<file path="src/rtl/core/cie_pkg.sv">
// Shared types and constants for the 16-bit instruction execute unit.
package cie_pkg;

    localparam int unsigned REG_COUNT  = 16;
    localparam int unsigned STEP_BYTES = 4;

    // opcodes
    localparam logic [7:0] OP_NOP   = 8'd0;
    localparam logic [7:0] OP_ADD   = 8'd1;
    localparam logic [7:0] OP_SUB   = 8'd2;
    localparam logic [7:0] OP_MUL   = 8'd3;
    localparam logic [7:0] OP_DIV   = 8'd4;
    localparam logic [7:0] OP_CMPGE = 8'd5;
    localparam logic [7:0] OP_RSHFT = 8'd6;
    localparam logic [7:0] OP_LSHFT = 8'd7;
    localparam logic [7:0] OP_AND   = 8'd8;
    localparam logic [7:0] OP_OR    = 8'd9;
    localparam logic [7:0] OP_XOR   = 8'd10;
    localparam logic [7:0] OP_LD    = 8'd11;
    localparam logic [7:0] OP_SETC  = 8'd12;
    localparam logic [7:0] OP_ST    = 8'd13;
    localparam logic [7:0] OP_BNZ   = 8'd14;
    localparam logic [7:0] OP_READY = 8'd15;

    // status codes
    localparam logic [2:0] STS_OK     = 3'd0;
    localparam logic [2:0] STS_BADOP  = 3'd1;
    localparam logic [2:0] STS_MEM    = 3'd2;
    localparam logic [2:0] STS_DIV0   = 3'd3;
    localparam logic [2:0] STS_BADREG = 3'd4;
    localparam logic [2:0] STS_HALT   = 3'd5;

    typedef enum logic [3:0] {
        S_CLEAR,
        S_IDLE,
        S_EXEC,
        S_MUL_LO,
        S_MUL_HI,
        S_DIV,
        S_LD,
        S_ST,
        S_DONE
    } t_state;

    // divider start request
    typedef struct packed {
        logic        start;
        logic [15:0] dividend;
        logic [15:0] divisor;
    } t_div_ctl;

endpackage

</file>
<file path="src/rtl/core/cie_div.sv">
// Iterative 16-bit unsigned divider, one quotient bit a cycle.
module cie_div
    import cie_pkg::*;
(
    input  logic        i_clk,
    input  logic        i_rst_n,
    input  t_div_ctl    i_ctl,
    output logic        o_done,
    output logic [15:0] o_quotient
);

    logic        r_busy;
    logic        r_done;
    logic [3:0]  r_cnt;
    logic [15:0] r_rem;
    logic [15:0] r_quo;
    logic [15:0] r_dvs;
    logic [16:0] rem_sh;
    logic        fits;

    // restoring step; the remainder always stays below the divisor
    assign rem_sh = {r_rem, r_quo[15]};
    assign fits   = rem_sh >= {1'b0, r_dvs};

    always_ff @(posedge i_clk) begin
        if (!i_rst_n) begin
            r_busy <= 1'b0;
            r_done <= 1'b0;
            r_cnt  <= '0;
        end else begin
            r_done <= 1'b0;
            if (i_ctl.start) begin
                r_busy <= 1'b1;
                r_cnt  <= 4'd15;
            end else if (r_busy) begin
                r_cnt <= r_cnt - 1'b1;
                if (r_cnt == 4'd0) begin
                    r_busy <= 1'b0;
                    r_done <= 1'b1;
                end
            end
        end
    end

    always_ff @(posedge i_clk) begin
        if (i_ctl.start) begin
            r_rem <= '0;
            r_quo <= i_ctl.dividend;
            r_dvs <= i_ctl.divisor;
        end else if (r_busy) begin
            r_rem <= fits ? 16'(rem_sh - {1'b0, r_dvs}) : rem_sh[15:0];
            r_quo <= {r_quo[14:0], fits};
        end
    end

    assign o_done     = r_done;
    assign o_quotient = r_quo;

endmodule

</file>
<file path="config.mk">
export PLATFORM = sky130hd
export DESIGN_NAME = cie_div
export DESIGN_NICKNAME = d
export VERILOG_FILES = /design/src/rtl/core/cie_pkg.sv /design/src/rtl/core/cie_div.sv
export SDC_FILE = /design/constraint.sdc
export NUM_CORES = 1
export LEC_CHECK = 0
export BUFFER_PORTS_ARGS = -buffer_cell sky130_fd_sc_hd__buf_4
export CELL_PAD_IN_SITES_DETAIL_PLACEMENT = 1
export CELL_PAD_IN_SITES_GLOBAL_PLACEMENT = 1
export CORE_MARGIN = 3
export CORE_UTILIZATION = 36
export CTS_BUF_LIST = sky130_fd_sc_hd__clkbuf_8
export CTS_CLUSTER_DIAMETER = 50
export DETAILED_ROUTE_END_ITERATION = 10
export PLACE_DENSITY = 0.75
export SETUP_SLACK_MARGIN = 0.4
export SLEW_MARGIN = 40
export SYNTH_ARGS = -nofsm -noshare
export SYNTH_HDL_FRONTEND = slang
export SYNTH_SLANG_ARGS = --single-unit
</file>
<file path="constraint.sdc">
create_clock -name i_clk -period 2.5 [get_ports i_clk]
set_clock_uncertainty 0.1 [all_clocks]
set_input_delay 0 -clock i_clk [delete_from_list [all_inputs] [get_ports i_clk]]
set_output_delay 0 -clock i_clk [all_outputs]
set_load 0.05 [all_outputs]
</file>
==> run_results.csv <==
group,metric,value,unit
yosys,syn_nets,371,
global_routing,met2_usage,32.1,%
clock_tree,clkTransAtPathRegs,0.11,ns
global_routing,grt_pass1_wl,14.8,mm
cells_and_area,drive_gt1_share,36.7,%
yosys,ys_seq_area_share,44.3,%
global_routing,grt_max_degree,32,
yosys,syn_avg_cell_area,9.95,um2
drt,remaining_drc_errors,0,
yosys,ys_ff_latch,54,
power_and_ir_drop,peakVddDrop,0.263,mV
global_routing,grt.met1_usage,23.5,%
clock_tree,cts_tree,"yes",
power_and_ir_drop,p_sw_share,35.1,%
yosys,synth.top_cells.by_area,"edfxtp_1 (30%), dfxtp_1 (14%), ha_1 (6.7%)",
yosys,synthDistinctLibCells,51,
power_and_ir_drop,p_seq_share,41.8,%
drt,first_pass_iters,5,
placement,dpl_worst_slack,-0.0171,ns
clock_tree,clockBufferDepth,2,
global_routing,grt_pass1_vias,2956,
run_status,violations,"negative setup slack",
flow_run,maxCapViolations,0,
critical_path,crit_family,"simple AND/OR/NAND/NOR gates",
sta,finalWorstSetupSlack,-0.0945,ns
global_routing,globalRoute.busiestLayer,"met2",
drt,initialDrtViolationCount,100,
critical_path,endpoint_kind,"register",
cells_and_area,areaGrowthSynthToFinish,45.0,%
yosys,yosysWarningCount,0,
placement,hpwlAfterDp,6.25,mm
yosys,syn_area,3170,um2
yosys,synth-async-reset-ratio,0,%
drt,vias_per_cell,5.47,
critical_path,crit_chain,"inv_2 > ha_4 > nand4_1 > or4_1 > and4_4 > a31oi_4 > buf_12 > buf_6 > mux2i_2 > a211oi_2",
yosys,synth_top_area_share,30.4,%
yosys,synth-edff-count,32,
sta,setup_viol,7,
placement,postPlaceCellArea,3820,um2
placement,place.gp.congestion,0.863,
power_and_ir_drop,netSwitchingPower,913,uW
sta,rsz0062_at_grt,"yes",
die,die_y,99.8,um
yosys,dominantRegCellSynth,"edfxtp_1",
die,row_count,33,
worst_hold_path,hold_class,"in2reg",
run_status,status,"complete, but fails checks",
critical_path,crit_path_max_incr_delay,0.56,ns
power_and_ir_drop,clockPowerShare,20.5,%
critical_path,slowest_stage,"or4_1",
global_routing,grtUsageTotal,18.1,%
die,core_region_area,8380,um2
die,die_w,99.8,um
yosys,post-synth-top-count-cell,"edfxtp_1",
global_routing,antenna_found_initial,0,
sta,min_period,2.59,ns
drt,antenna_left,0,
drt,detail_route.wl_per_cell,18.2,um
drt,finalWirelength,9.75,mm
clock_tree,numCtsBuffers,5,
critical_path,arrival,2.70,ns
yosys,netlist_instances,318,
drt,vias,2926,
power_and_ir_drop,power_density,566,nW/um2
clock_tree,cts-root-buf,"clkbuf_8",
critical_path,cp_num_buf_inv,3,
yosys,synth_largest_area_cell,"edfxtp_1",
sta,hold_viol,0,
power_and_ir_drop,p_comb_share,37.6,%
placement,port_buffers,51,
power_and_ir_drop,power.internal,1690,uW
sta,slew-limit-headroom,70.7,%
clock_tree,numClockSinks,54,
die,initial_utilization,37.8,%
sta,final_max_slew_viol_count,0,
power_and_ir_drop,p_leak,0.00183,uW
die,dieArea,9950,um2
sta,fin_crit_sh,104,%
global_routing,grt_overflow,0,
critical_path,required,2.60,ns
clock_tree,clock_latency,0.32,ns
critical_path,cp_max_fo,4,
power_and_ir_drop,power,2600,uW
yosys,synth_common_cells,"edfxtp_1 (32), nor2_1 (26), inv_1 (24)",
sta,tightest_slew,0.435,ns
clock_tree,h-tree-depth,2,
cells_and_area,final_area,4590,um2
global_routing,met3_usage,2.22,%
critical_path,cp-start-kind,"register",
die,io_pins,52,
sta,fmax,385,MHz
critical_path,critPathKind,"reg2reg",
cells_and_area,nNetsFinal,482,
cells_and_area,n_antenna_cell,0,
layer usage:
| metal | vias to the layer above | wire length (um) |
|---|---|---|
| li1 | 1388 | - |
| met1 | 1453 | 4150 |
| met2 | 68 | 5030 |
| met3 | 17 | 365 |
| met4 | 0 | 219 |
| met5 | - | 0 |
cell families after synthesis:
kind of cell / Yosys count / synth area share [%]
multiplexers: 21 / 7.27
AO/OA/AOI/OAI: 79 / 17.4
adder cells (fa/ha/maj): 18 / 7.35
AND/OR/NAND/NOR: 93 / 15.0
buffers and inverters: 42 / 5.73
XOR/XNOR: 11 / 3.04
flip-flops: 54 / 44.3
power groups by stage:
stage	Sequential, uW	Clock [uW]	Combinational, uW
after CTS	1080	551	898
after detailed placement	1100	0	787
after global placement	1090	0	763
after floorplan	1180	0	439
final	1090	533	978
after global routing	1100	582	1060
final cells by class:
class	instances	area, um2
repair buffers	122	1030
inverters	24	90.1
well taps	105	131
fillers	924	3790
multi-input cells	222	1840
clock buffers	5	68.8
flip-flops and latches	54	1400
clock inverters	3	25.0
cells in the final DEF (no fill, tap or decap), types with 8 or more instances in the layout:
cell,instances
o21ai_0,8
nand2b_1,10
nand2_1,19
ha_4,8
inv_1,18
buf_4,84
nor2_1,26
ha_1,9
edfxtp_1,32
mux2_2,15
a21oi_1,14
xnor2_1,9
dfxtp_1,21
dlygate4sd3_1,33
sequential cells by signal, indices dropped and copies added, names as in the netlist:
name        flops
r_dvs          16
r_rem          16
o_quotient     16
o_done          1
r_busy          1
r_cnt           4
through the flow:
stage	setup TNS [ns]	utilization, %	instances	hold slack (ns)
6_report	-0.327	54.8	535	0.0207
5_1_grt	-1.48	54.8	535	0.0250
4_1_cts	0	52.8	528	0.0156
3_5_place_dp	-0.0272	45.6	481	0.0793
3_3_place_gp	0	45.6	481	0.0782
2_1_floorplan	0	-	318	-0.00113
path summary, 6_finish.rpt:
| check | cells after the start | from | end | slack (ns) |
|---|---|---|---|---|
| worst max register to register | 10 | r_dvs[10] | r_rem[2] | -0.09 |
| worst min-delay path | 1 | i_ctl[32] | r_dvs[6] | 0.02 |
| worst min register to register | 1 | r_cnt[3] | o_done | 0.38 |
| worst max-delay path | 10 | r_dvs[10] | r_rem[2] | -0.09 |
repair_timing:
action | 4_1_cts | 5_1_grt
pin swaps | 7 | 17
endpoints found under the setup margin | 17 | 17
endpoints found under the hold margin | 38 | 0
resized for setup | 26 | 18
setup buffers | 6 | 7
hold buffers | 33 | 0
No activity file was read; power rests on OpenSTA's default activity.
