`src/rtl/core/cie_pkg.sv`:
```
// Shared types and constants for the 16-bit instruction execute unit.
package cie_pkg;

    localparam int unsigned REG_COUNT  = 16;
    localparam int unsigned STEP_BYTES = 4;

    // opcodes
    localparam logic [7:0] OP_NOP   = 8'd0;
    localparam logic [7:0] OP_ADD   = 8'd1;
    localparam logic [7:0] OP_SUB   = 8'd2;
    localparam logic [7:0] OP_MUL   = 8'd3;
    localparam logic [7:0] OP_DIV   = 8'd4;
    localparam logic [7:0] OP_CMPGE = 8'd5;
    localparam logic [7:0] OP_RSHFT = 8'd6;
    localparam logic [7:0] OP_LSHFT = 8'd7;
    localparam logic [7:0] OP_AND   = 8'd8;
    localparam logic [7:0] OP_OR    = 8'd9;
    localparam logic [7:0] OP_XOR   = 8'd10;
    localparam logic [7:0] OP_LD    = 8'd11;
    localparam logic [7:0] OP_SETC  = 8'd12;
    localparam logic [7:0] OP_ST    = 8'd13;
    localparam logic [7:0] OP_BNZ   = 8'd14;
    localparam logic [7:0] OP_READY = 8'd15;

    // status codes
    localparam logic [2:0] STS_OK     = 3'd0;
    localparam logic [2:0] STS_BADOP  = 3'd1;
    localparam logic [2:0] STS_MEM    = 3'd2;
    localparam logic [2:0] STS_DIV0   = 3'd3;
    localparam logic [2:0] STS_BADREG = 3'd4;
    localparam logic [2:0] STS_HALT   = 3'd5;

    typedef enum logic [3:0] {
        S_CLEAR,
        S_IDLE,
        S_EXEC,
        S_MUL_LO,
        S_MUL_HI,
        S_DIV,
        S_LD,
        S_ST,
        S_DONE
    } t_state;

    // divider start request
    typedef struct packed {
        logic        start;
        logic [15:0] dividend;
        logic [15:0] divisor;
    } t_div_ctl;

endpackage

```
`src/rtl/core/cie_regfile.sv`:
```
// Register file: 16 x 16 synchronous RAM, two registered read ports, valid bits for reset.
module cie_regfile
    import cie_pkg::*;
(
    input  logic        i_clk,
    input  logic        i_rst_n,
    input  logic [3:0]  i_rd0_addr,
    input  logic [3:0]  i_rd1_addr,
    input  logic        i_wr_en,
    input  logic [3:0]  i_wr_addr,
    input  logic [15:0] i_wr_data,
    output logic [15:0] o_rd0_data,
    output logic [15:0] o_rd1_data
);

    logic [15:0]          r_mem [REG_COUNT];
    logic [REG_COUNT-1:0] r_vld;
    logic [15:0]          r_rd0;
    logic [15:0]          r_rd1;
    logic                 r_v0;
    logic                 r_v1;

    // write port
    always_ff @(posedge i_clk) begin
        if (i_wr_en) begin
            r_mem[i_wr_addr] <= i_wr_data;
        end
    end

    // valid bits: an unwritten entry reads as zero
    always_ff @(posedge i_clk) begin
        if (!i_rst_n) begin
            r_vld <= '0;
        end else if (i_wr_en) begin
            r_vld[i_wr_addr] <= 1'b1;
        end
    end

    // registered reads
    always_ff @(posedge i_clk) begin
        r_rd0 <= r_mem[i_rd0_addr];
        r_rd1 <= r_mem[i_rd1_addr];
        r_v0  <= r_vld[i_rd0_addr];
        r_v1  <= r_vld[i_rd1_addr];
    end

    assign o_rd0_data = r_v0 ? r_rd0 : 16'h0000;
    assign o_rd1_data = r_v1 ? r_rd1 : 16'h0000;

endmodule

```
`config.mk`:
```
export PLATFORM = sky130hd
export DESIGN_NAME = cie_regfile
export DESIGN_NICKNAME = d
export VERILOG_FILES = /design/src/rtl/core/cie_pkg.sv /design/src/rtl/core/cie_regfile.sv
export SDC_FILE = /design/constraint.sdc
export NUM_CORES = 1
export LEC_CHECK = 0
export ABC_AREA = 0
export BUFFER_PORTS_ARGS = -buffer_cell sky130_fd_sc_hd__buf_2
export CAP_MARGIN = 20
export CORE_ASPECT_RATIO = 1.1
export CORE_MARGIN = 4
export CORE_UTILIZATION = 45
export CTS_CLUSTER_DIAMETER = 50
export DETAILED_ROUTE_END_ITERATION = 7
export GPL_TIMING_DRIVEN = 0
export HOLD_SLACK_MARGIN = 0.06
export PLACE_DENSITY = 0.72
export REMOVE_ABC_BUFFERS = 1
export SYNTH_ARGS = -nofsm -noshare
export SYNTH_HDL_FRONTEND = slang
export SYNTH_SLANG_ARGS = --single-unit
```
`constraint.sdc`:
```
create_clock -name i_clk -period 5.6 [get_ports i_clk]
set_clock_uncertainty 0.15 [all_clocks]
set_input_delay 0.56 -clock i_clk [delete_from_list [all_inputs] [get_ports i_clk]]
set_output_delay 0.56 -clock i_clk [all_outputs]
set_load 0.005 [all_outputs]
```
==> metrics, run 1 <==
outcome=complete, no violations; critical path's largest stage delay=0.98 ns; Critical Path Slowest Stage Cell=dfxtp_1; share of cells above drive strength 1=a little over a third; post-synthesis sequential area ratio=approximately two thirds; antenna violations before repair=1; die width=171 µm; fin crit period=2.68 ns; Peak supply drop=0.225 mV; register bit total from synthesis=between 300 and 400; IO Port Bufs=62; HPWL Detailed=between 20000 and 25000 µm; overall routing resource usage=20.1%; Hold Crit Class=primary input to flip-flop; class of the most critical setup path=flip-flop to output port; RSZ-0062 raised after global routing=no; worst-path maximum fanout=16; Final Hold Viols=0; clk slew on worst S/H paths=0.06 ns; count of final max-slew check failures=0; CTS tree=yes; FF-to-FF setup slack=4.10 ns; total of max-cap violations=0; cells resized by post-CTS repair=0; io pins=63; hold-fix buffers at CTS=0; Detailed Route WL=32000 µm; worst slack, placed=2.82 ns; critical path launch point type=flip-flop; Die Area=32200 µm²; Max-slew headroom=23.2%; Max Buffers Root-to-Sink=3; CP Buf/Inv Count=1; Final Power=4.89 mW; setup tns final=0 ns; Clock Latency Late Sink=0.56 ns; Core Area=28900 µm²; Least-Margin Pin Slew=1.15 ns; Fillers=2124; Critical Path RT=approximately 5 ns; row cnt=between 60 and 70; GP Congestion=0.705; pwr/cell area=approximately 320 nW/µm²; Avg Vias per Cell=around 6.3; Final Worst Setup Slack=2.92 ns; Area Overhead vs Synth=15.8%; Iteration-0 DRC Markers=778; Achievable Freq=around 0.37 GHz; # H-tree levels=1; Post-DRT Antenna Nets=0; Cells after Synth=between 600 and 700; die height=188 µm; Yosys warnings=0; delay-heaviest family, CP=flip-flops; Routed WL per cell=28.1 µm; global-route wire length before repair=48200 µm; via count=7238; largest net degree at the start of global routing=61; Setup Fix Bufs, Post-CTS=0; DRC=0; CTS Root Cell=clkbuf_16; clk sinks=approximately 310; via count of the first global-routing pass=~8000; setup violators final=0; Initial Utilization=~46%; CP Cell Sequence=and2_1 -> buf_2; synthesized area per cell=~20 µm²; drt pass-1 iters=5; Synth Cell Area=~13000 µm²; Worst EP arrival=approximately 2.0 ns; Tcrit/Tclk final=47.8%; NumNets Final=779; Worst Setup End Kind=output port; post-synth cell types=21; Leakage=between 5 and 6 nW; gr ovfl total=0; Num CTS Buffers=30
-- logic make-up after synthesis --
logic type      count (synthesis)  share of synthesized area [%]
buf+inv                        50                           2.26
mux                           136                           23.6
flops                         306                           65.7
compound gates                 84                           4.77
simple gates                   97                           3.65
-- Yosys cell counts, drive strengths merged --
cell type,number,area share (%)
and2,34,1.6
nand2b,2,0.095
nor2b,4,0.19
mux4,136,24
nor2,14,0.40
or3b,1,0.066
clkbuf,25,0.71
nand2,35,0.99
dfxtp,50,7.6
buf,25,1.6
nand3,1,0.038
nand3b,2,0.11
a22oi,68,3.9
edfxtp,256,58
nor3,4,0.15
o21a,16,0.91
-- power breakdown --
group | internal (mW) | switching, mW | total [mW]
clock | 1.15 | 0.821 | 1.98
sequential | 2.54 | 0.0282 | 2.56
combinational | 0.163 | 0.184 | 0.347
-- registers in the layout, indices dropped and copies added, names as in the netlist --
| signal | cells |
|---|---|
| r_v1 | 1 |
| r_rd1 | 16 |
| r_vld | 16 |
| r_mem | 256 |
| r_rd0 | 16 |
| r_v0 | 1 |
-- routing by layer --
metal	share of wire [%]	track usage, %	wire length, µm
met1	38	27.1	12200
met2	51	33.0	16400
met3	8.2	3.98	2620
met4	2.6	6.64	845
met5	0	0	0
-- path summary, 6_finish.rpt --
check	start	endpoint	cells after the start
worst max-delay path	r_v0	o_rd0_data[2]	2
worst min-delay path	i_wr_data[10]	r_mem[8][10]	1
worst max register to register	r_mem[3][14]	r_rd1[14]	3
worst min register to register	r_vld[1]	r_vld[1]	1
-- through the flow --
stage          hold slack [ns]  std cells  utilization [%]  instance area (µm²)
3_5_place_dp             0.330       1084             49.7                14300
2_1_floorplan            0.302        623                -                12900
5_1_grt                  0.216       1141             53.1                15300
3_3_place_gp             0.308       1053             47.4                13700
6_report                 0.218       1141             53.1                15300
4_1_cts                  0.193       1140             53.0                15300
-- cell usage in the layout (no fill, tap or decap), drive strengths merged, types with 2 or more instances in the layout --
cell	instances
nor2b	4
nor2	14
clkinv	9
clkinvlp	2
o21a	16
edfxtp	256
nand2b	2
nand3b	2
bufinv	3
a22oi	68
clkbuf	41
buf	93
and2	34
nand2	35
nor3	4
dfxtp	50
mux4	136
-- cell type report --
| cell class | instances | area, µm² | area share [%] |
|---|---|---|---|
| sequential | 306 | 8690 | 56.7 |
| antenna | 1 | 2.50 | 0.0163 |
| tap | 368 | 460 | 3.01 |
| clock inverter | 15 | 165 | 1.08 |
| multi-input combinational | 317 | 4300 | 28.1 |
| timing repair buffer | 93 | 887 | 5.79 |
| clock buffer | 41 | 812 | 5.30 |
(Power assumes the default switching activity.)
==> run 2: changes to the inputs <==
ABC_AREA = 1   (was 0)
clock period = 2.8 ns   (was 5.6 ns; I/O delays follow)
==> run 2 against run 1 <==
Combinational power increased to 3.1 times the previous value; synthesized area up 16%; synthesized cell count grew to 2.8 times the previous value; global-route usage up 2.4 points; first-iteration DRC count grew 100%; non-clock buffer count up 7; cell count is 110% higher; power up 110%; wire length is 35% higher; critical endpoint is now r_mem[8][9]; die area grew 15%; largest power group unchanged; largest cell class unchanged.
==> metrics, run 2 <==
worst-path maximum fanout=16 (unchanged); met2 Track Usage GR=36.7% (+3.7 points); Clock Latency Late Sink=0.56 ns (about the same); worst reg2reg path depth=3 (unchanged); largest reg by FF count=r_mem; register bit total from synthesis=306 (unchanged); Commonest cells post-synth=nand2_1 (622), nand3_1 (476), inv_1 (325), edfxtp_1 (256), dfxtp_1 (50); placed inst area=16000 µm² (+11%); M1 GR Usage=29.5% (+2.4 points); total of max-cap violations=0 (unchanged); HPWL Detailed=22700 µm (+11%); Core Area=33500 µm² (+16%); outcome=complete, no violations; antenna violations before repair=1 (unchanged); gr busiest metal=met2; Worst Setup End Kind=flip-flop; Yosys warnings=0 (unchanged); post-synth cell types=15 (-29%); Avg Vias per Cell=5.50 (-13%); pwr/cell area=600 nW/µm² (+88%); Final Hold Viols=0 (unchanged); # H-tree levels=1 (unchanged); Max-slew headroom=20.6% (-2.6 points); CTS Root Cell=clkbuf_16; Hold Crit Class=primary input to flip-flop; Worst EP arrival=2.68 ns (+0.71 ns); via count of the first global-routing pass=12400 (+56%); largest net degree at the start of global routing=98 (+61%); fin crit period=2.66 ns; row cnt=70 (+7.7%); commonest cells after routing, fill and taps aside=nand2_1 (622), nand3_1 (476), inv_1 (323), edfxtp_1 (256), buf_2 (58); class of the most critical setup path=primary input to flip-flop; drt pass-1 iters=6 (+1); post-synthesis sequential area ratio=56.6% (-9.1 points); IO Port Bufs=62 (unchanged); via count=13000 (+79%); Area Overhead vs Synth=12.6%; FF-to-FF setup slack=1.47 ns (-2.63 ns); Num CTS Buffers=31 (+3.3%); commonest non-fill, non-tap cell in the layout=nand2_1; GP Congestion=0.805 (+14%); clk sinks=306 (unchanged); critical path launch point type=primary input; FFs w/ async S/R, synth=0% (unchanged); Least-Margin Pin Slew=1.19 ns (+0.0393 ns); FF-to-FF Start=r_vld[0]; die width=184 µm (+7.4%); share of cells above drive strength 1=7.05% (-29 points); global-route wire length before repair=65800 µm (+36%); die height=202 µm (+7.4%); share of the synthesized area in the top cell type=50.1% (-8.1 points); worst hold path depth=3 (+2); Cells after Synth=1884 (+180%); flip-flop count of the largest register after layout=256 (unchanged); n_diodes=0 (-1); RSZ-0062 raised after global routing=no; Detailed Route WL=43200 µm (+35%); Peak supply drop=0.457 mV (+100%); Leakage=8.03 nW (+56%); Die Area=37200 µm² (+15%); count of final max-slew check failures=0 (unchanged); setup tns final=0 ns (unchanged); Post-DRT Antenna Nets=0 (unchanged); NumNets Final=1935 (+150%); Iteration-0 DRC Markers=1555 (+100%); Min-Delay Endpoint=r_rd1[3]; Achievable Freq=0.376 GHz; Max Buffers Root-to-Sink=3 (unchanged); Critical Path RT=2.82 ns (-2.07 ns); Worst Hold Launch=i_rd1_addr[3]; fin util=51.7% (-1.3 points); io pins=63 (unchanged); Design Area, Final=17300 µm² (+13%); Critical R2R Capture=r_vld[0]; overall routing resource usage=22.5% (+2.4 points); DRC=0 (unchanged); EDFF count, synth=256 (unchanged); clk slew on worst S/H paths=0.06 ns (about the same); Setup Fix Bufs, Post-CTS=0 (unchanged); Synth Flop Type=edfxtp_1; Tcrit/Tclk final=94.9%; met3 Usage GRT=3.53% (-0.46 points); gr ovfl total=0 (unchanged); post-synth top area cell=edfxtp_1; Routed WL per cell=18.3 µm (-35%); Initial Utilization=45.9% (+0.10 points); CTS tree=yes; top-count cell post-synth=nand2_1; synthesized area per cell=8.15 µm² (-59%); synth top area cells=edfxtp_1 (50%), nand3_1 (16%), nand2_1 (15%); setup violators final=0 (unchanged); Synth Cell Area=15400 µm² (+16%)
## run 2: stage by stage
step	hold WS [ns]	total power [mW]	cells	setup slack (ns)
2_1_floorplan	0.229	5.73	1771	0.794
3_3_place_gp	0.303	6.19	2265	-2.71
3_5_place_dp	0.310	6.23	2276	-0.124
4_1_cts	0.121	10.4	2362	0.117
5_1_grt	0.155	10.7	2361	0.0281
6_report	0.161	10.4	2361	0.143
## run 2: area by class of cell
cell class                      count  area, µm²
Sequential cell                   306       8690
Clock inverter                     14        160
Inverter                          333       1270
Multi-Input combinational cell   1132       4890
Fill cell                        2966      16200
Tap cell                          432        541
Timing Repair Buffer              100        868
Clock buffer                       44        885
## run 2: timing repair
item                       CTS  global route
hold buffers                28             0
resized for setup            0             2
setup endpoints to repair    0            33
hold endpoints to repair   272             0
## run 2: how the worst max path moves through the flow
stage               slack (ns)          end  cells after the start     startpoint
floorplan                 0.79    r_rd0[11]                      6  i_rd0_addr[0]
global placement         -2.71     r_rd0[2]                      7  i_rd0_addr[0]
detailed placement       -0.12     r_rd1[5]                      5  i_rd1_addr[2]
CTS                       0.12  r_mem[3][5]                      6   i_wr_addr[2]
global route              0.03  r_mem[8][7]                      7        i_wr_en
finish                    0.14  r_mem[8][9]                      6   i_wr_addr[2]
## run 2: kinds of logic after synthesis
family                 share of synthesized area, %
AOI/OAI and AO/OA                             0.326
buffers and inverters                          11.8
DFF                                            56.6
and+or+nand+nor                                31.3
## run 2: critical path, cell delays in order
cell,delay (ns)
dlygate4sd3_1,0.53
buf_2,0.13
nor3_1,0.25
dlygate4sd3_1,0.61
nand2_1,0.07
inv_1,0.80
## run 2: power by group
part / leakage (nW) / internal (mW) / switching, mW
registers: 2.73 / 5.07 / 0.0568
logic: 4.79 / 0.330 / 0.727
clock network: 0.512 / 2.48 / 1.72
## run 2: per-layer routing
layer  wire length, µm  part of all wire [%]  vias to the layer above
met5                13                 0.030                        -
met1             16500                    38                     5906
met3              5080                    12                      167
met2             19900                    46                      881
met4              1790                   4.1                        2
li1                  -                     -                     6035
==> run 3: changes to the inputs <==
MAX_ROUTING_LAYER = met4   (was unset)
clock period = 2.6 ns   (was 2.8 ns; I/O delays follow)
==> run 3 against run 2 <==
Critical path depth shrank 1; clock power grew 7.6%; global-route usage is 0.66 points higher; sequential cell count stayed put; die area is the same; utilization rose by 0.11 points; largest power group unchanged.
==> metrics, run 3 (synthesis results as in run 2) <==
outcome=complete, no violations; HPWL Detailed=22700 µm (unchanged); class of the most critical setup path=primary input to flip-flop; Max-slew headroom=21.4% (+0.86 points); Final Worst Setup Slack=0.0421 ns (-0.101 ns); antenna violations before repair=1 (unchanged); worst hold path depth=5 (+2); Achievable Freq=0.391 GHz; most used cell, CP=nand3_1; Fillers=2963 (-0.10%); Critical Path RT=2.95 ns (+0.13 ns); via count of the first global-routing pass=12400 (+0.081%); CTS Root Cell=clkbuf_16; fin crit period=2.56 ns; row cnt=70 (unchanged); IO Port Bufs=62 (unchanged); Worst EP arrival=2.90 ns (+0.22 ns); Clock Latency Late Sink=0.56 ns (about the same); Peak supply drop=0.497 mV (+8.7%); io pins=63 (unchanged); largest reg by FF count=r_mem; via count=13000 (+0.30%); setup tns final=0 ns (unchanged); CP Cell Sequence=buf_2 -> clkinv_2 -> nand3_1 -> nand3_1 -> nand2_1; clk sinks=306 (unchanged); share of cells above drive strength 1=7.14% (+0.093 points); flip-flop count of the largest register after layout=256 (unchanged); RSZ-0062 raised after global routing=no; Initial Utilization=45.9% (unchanged); clk slew on worst S/H paths=0.06 ns (about the same); GP Congestion=0.817 (+1.5%); gr ovfl total=0 (unchanged); die height=202 µm (unchanged); Core Area=33500 µm² (unchanged); Final Power=11.2 mW (+7.7%); overall routing resource usage=23.2% (+0.66 points); Final Hold Viols=0 (unchanged); Worst Setup End Kind=flip-flop; Tcrit/Tclk final=98.4%; Hold Crit Class=primary input to flip-flop; setup violators final=0 (unchanged); worst-path maximum fanout=35 (+19); total of max-cap violations=0 (unchanged); critical path launch point type=primary input; commonest non-fill, non-tap cell in the layout=nand2_1; count of final max-slew check failures=0 (unchanged); Critical Path Slowest Stage Cell=clkinv_2; CP Buf/Inv Count=2 (-2); worst reg2reg path depth=3 (unchanged); # H-tree levels=1 (unchanged); Max Buffers Root-to-Sink=3 (unchanged); Design Area, Final=17300 µm² (+0.22%); delay-heaviest family, CP=buffers and inverters; DRC=0 (unchanged); CTS tree=yes; fin util=51.8% (+0.11 points); Avg Vias per Cell=5.51 (+0.13%); pwr/cell area=645 nW/µm² (+7.5%); Routed WL per cell=18.3 µm (+0.23%); Area Overhead vs Synth=12.9%; drt pass-1 iters=6 (unchanged); Iteration-0 DRC Markers=1543 (-0.77%); commonest cells after routing, fill and taps aside=nand2_1 (622), nand3_1 (476), inv_1 (322), edfxtp_1 (256), buf_2 (58); largest net degree at the start of global routing=98 (unchanged); Detailed Route WL=43400 µm (+0.40%); global-route wire length before repair=65800 µm (about the same); Post-DRT Antenna Nets=0 (unchanged); critical path's largest stage delay=1.08 ns (+0.28 ns); worst slack, placed=-0.304 ns (-0.180 ns); die width=184 µm (unchanged); Num CTS Buffers=31 (unchanged); Least-Margin Pin Slew=1.18 ns (-0.0129 ns); NumNets Final=1938 (+0.16%); placed inst area=16000 µm² (unchanged); Leakage=8.03 nW (about the same); Die Area=37200 µm² (unchanged); CP Depth=5 (-1)
run 3: final timing paths:
check	start	end	slack (ns)
hold reg to reg	r_vld[10]	r_vld[10]	0.32
setup / recovery	i_rd1_addr[2]	r_rd1[5]	0.04
hold / removal	i_rd1_addr[1]	r_rd1[1]	0.15
setup reg to reg	r_vld[11]	r_vld[11]	1.28
run 3: per-stage QoR:
stage | instances | hold slack [ns]
6_report | 2365 | 0.147
5_1_grt | 2365 | 0.135
4_1_cts | 2364 | 0.101
3_5_place_dp | 2276 | 0.310
3_3_place_gp | 2265 | 0.303
2_1_floorplan | 1771 | 0.209
run 3: cell type report:
class / instances / area (µm²) / share of cell area, %
Tap cell: 432 / 541 / 3.12
Inverter: 333 / 1270 / 7.35
Timing Repair Buffer: 103 / 898 / 5.18
Clock inverter: 14 / 160 / 0.924
Clock buffer: 44 / 885 / 5.10
Multi-Input combinational cell: 1132 / 4890 / 28.2
Antenna cell: 1 / 2.50 / 0.0144
Sequential cell: 306 / 8690 / 50.1
run 3: worst register-to-register path, stage by stage (launching register included):
cell and delay, ns:
dfxtp_1 0.29, inv_1 0.10, a21oi_1 0.09, dlygate4sd3_1 0.58
run 3: power by group:
part	internal (mW)	total (mW)	leakage, nW	switching [mW]
Combinational	0.356	1.14	4.79	0.785
Clock	2.67	4.51	0.512	1.85
Sequential	5.46	5.52	2.73	0.0613
run 3: timing repair:
| item | CTS | global route |
|---|---|---|
| endpoints found under the setup margin | 0 | 51 |
| endpoints found under the hold margin | 272 | 0 |
| buffers inserted | 0 | 0 |
| gates resized for setup | 0 | 4 |
| hold buffers | 30 | 0 |
run 3: routing by layer:
layer	global-route usage, %	up-vias	wire length [µm]
met1	29.5	5992	16900
met3	3.47	155	4830
li1	-	6041	-
met5	-	-	0
met4	10.4	0	1690
met2	36.7	842	20000
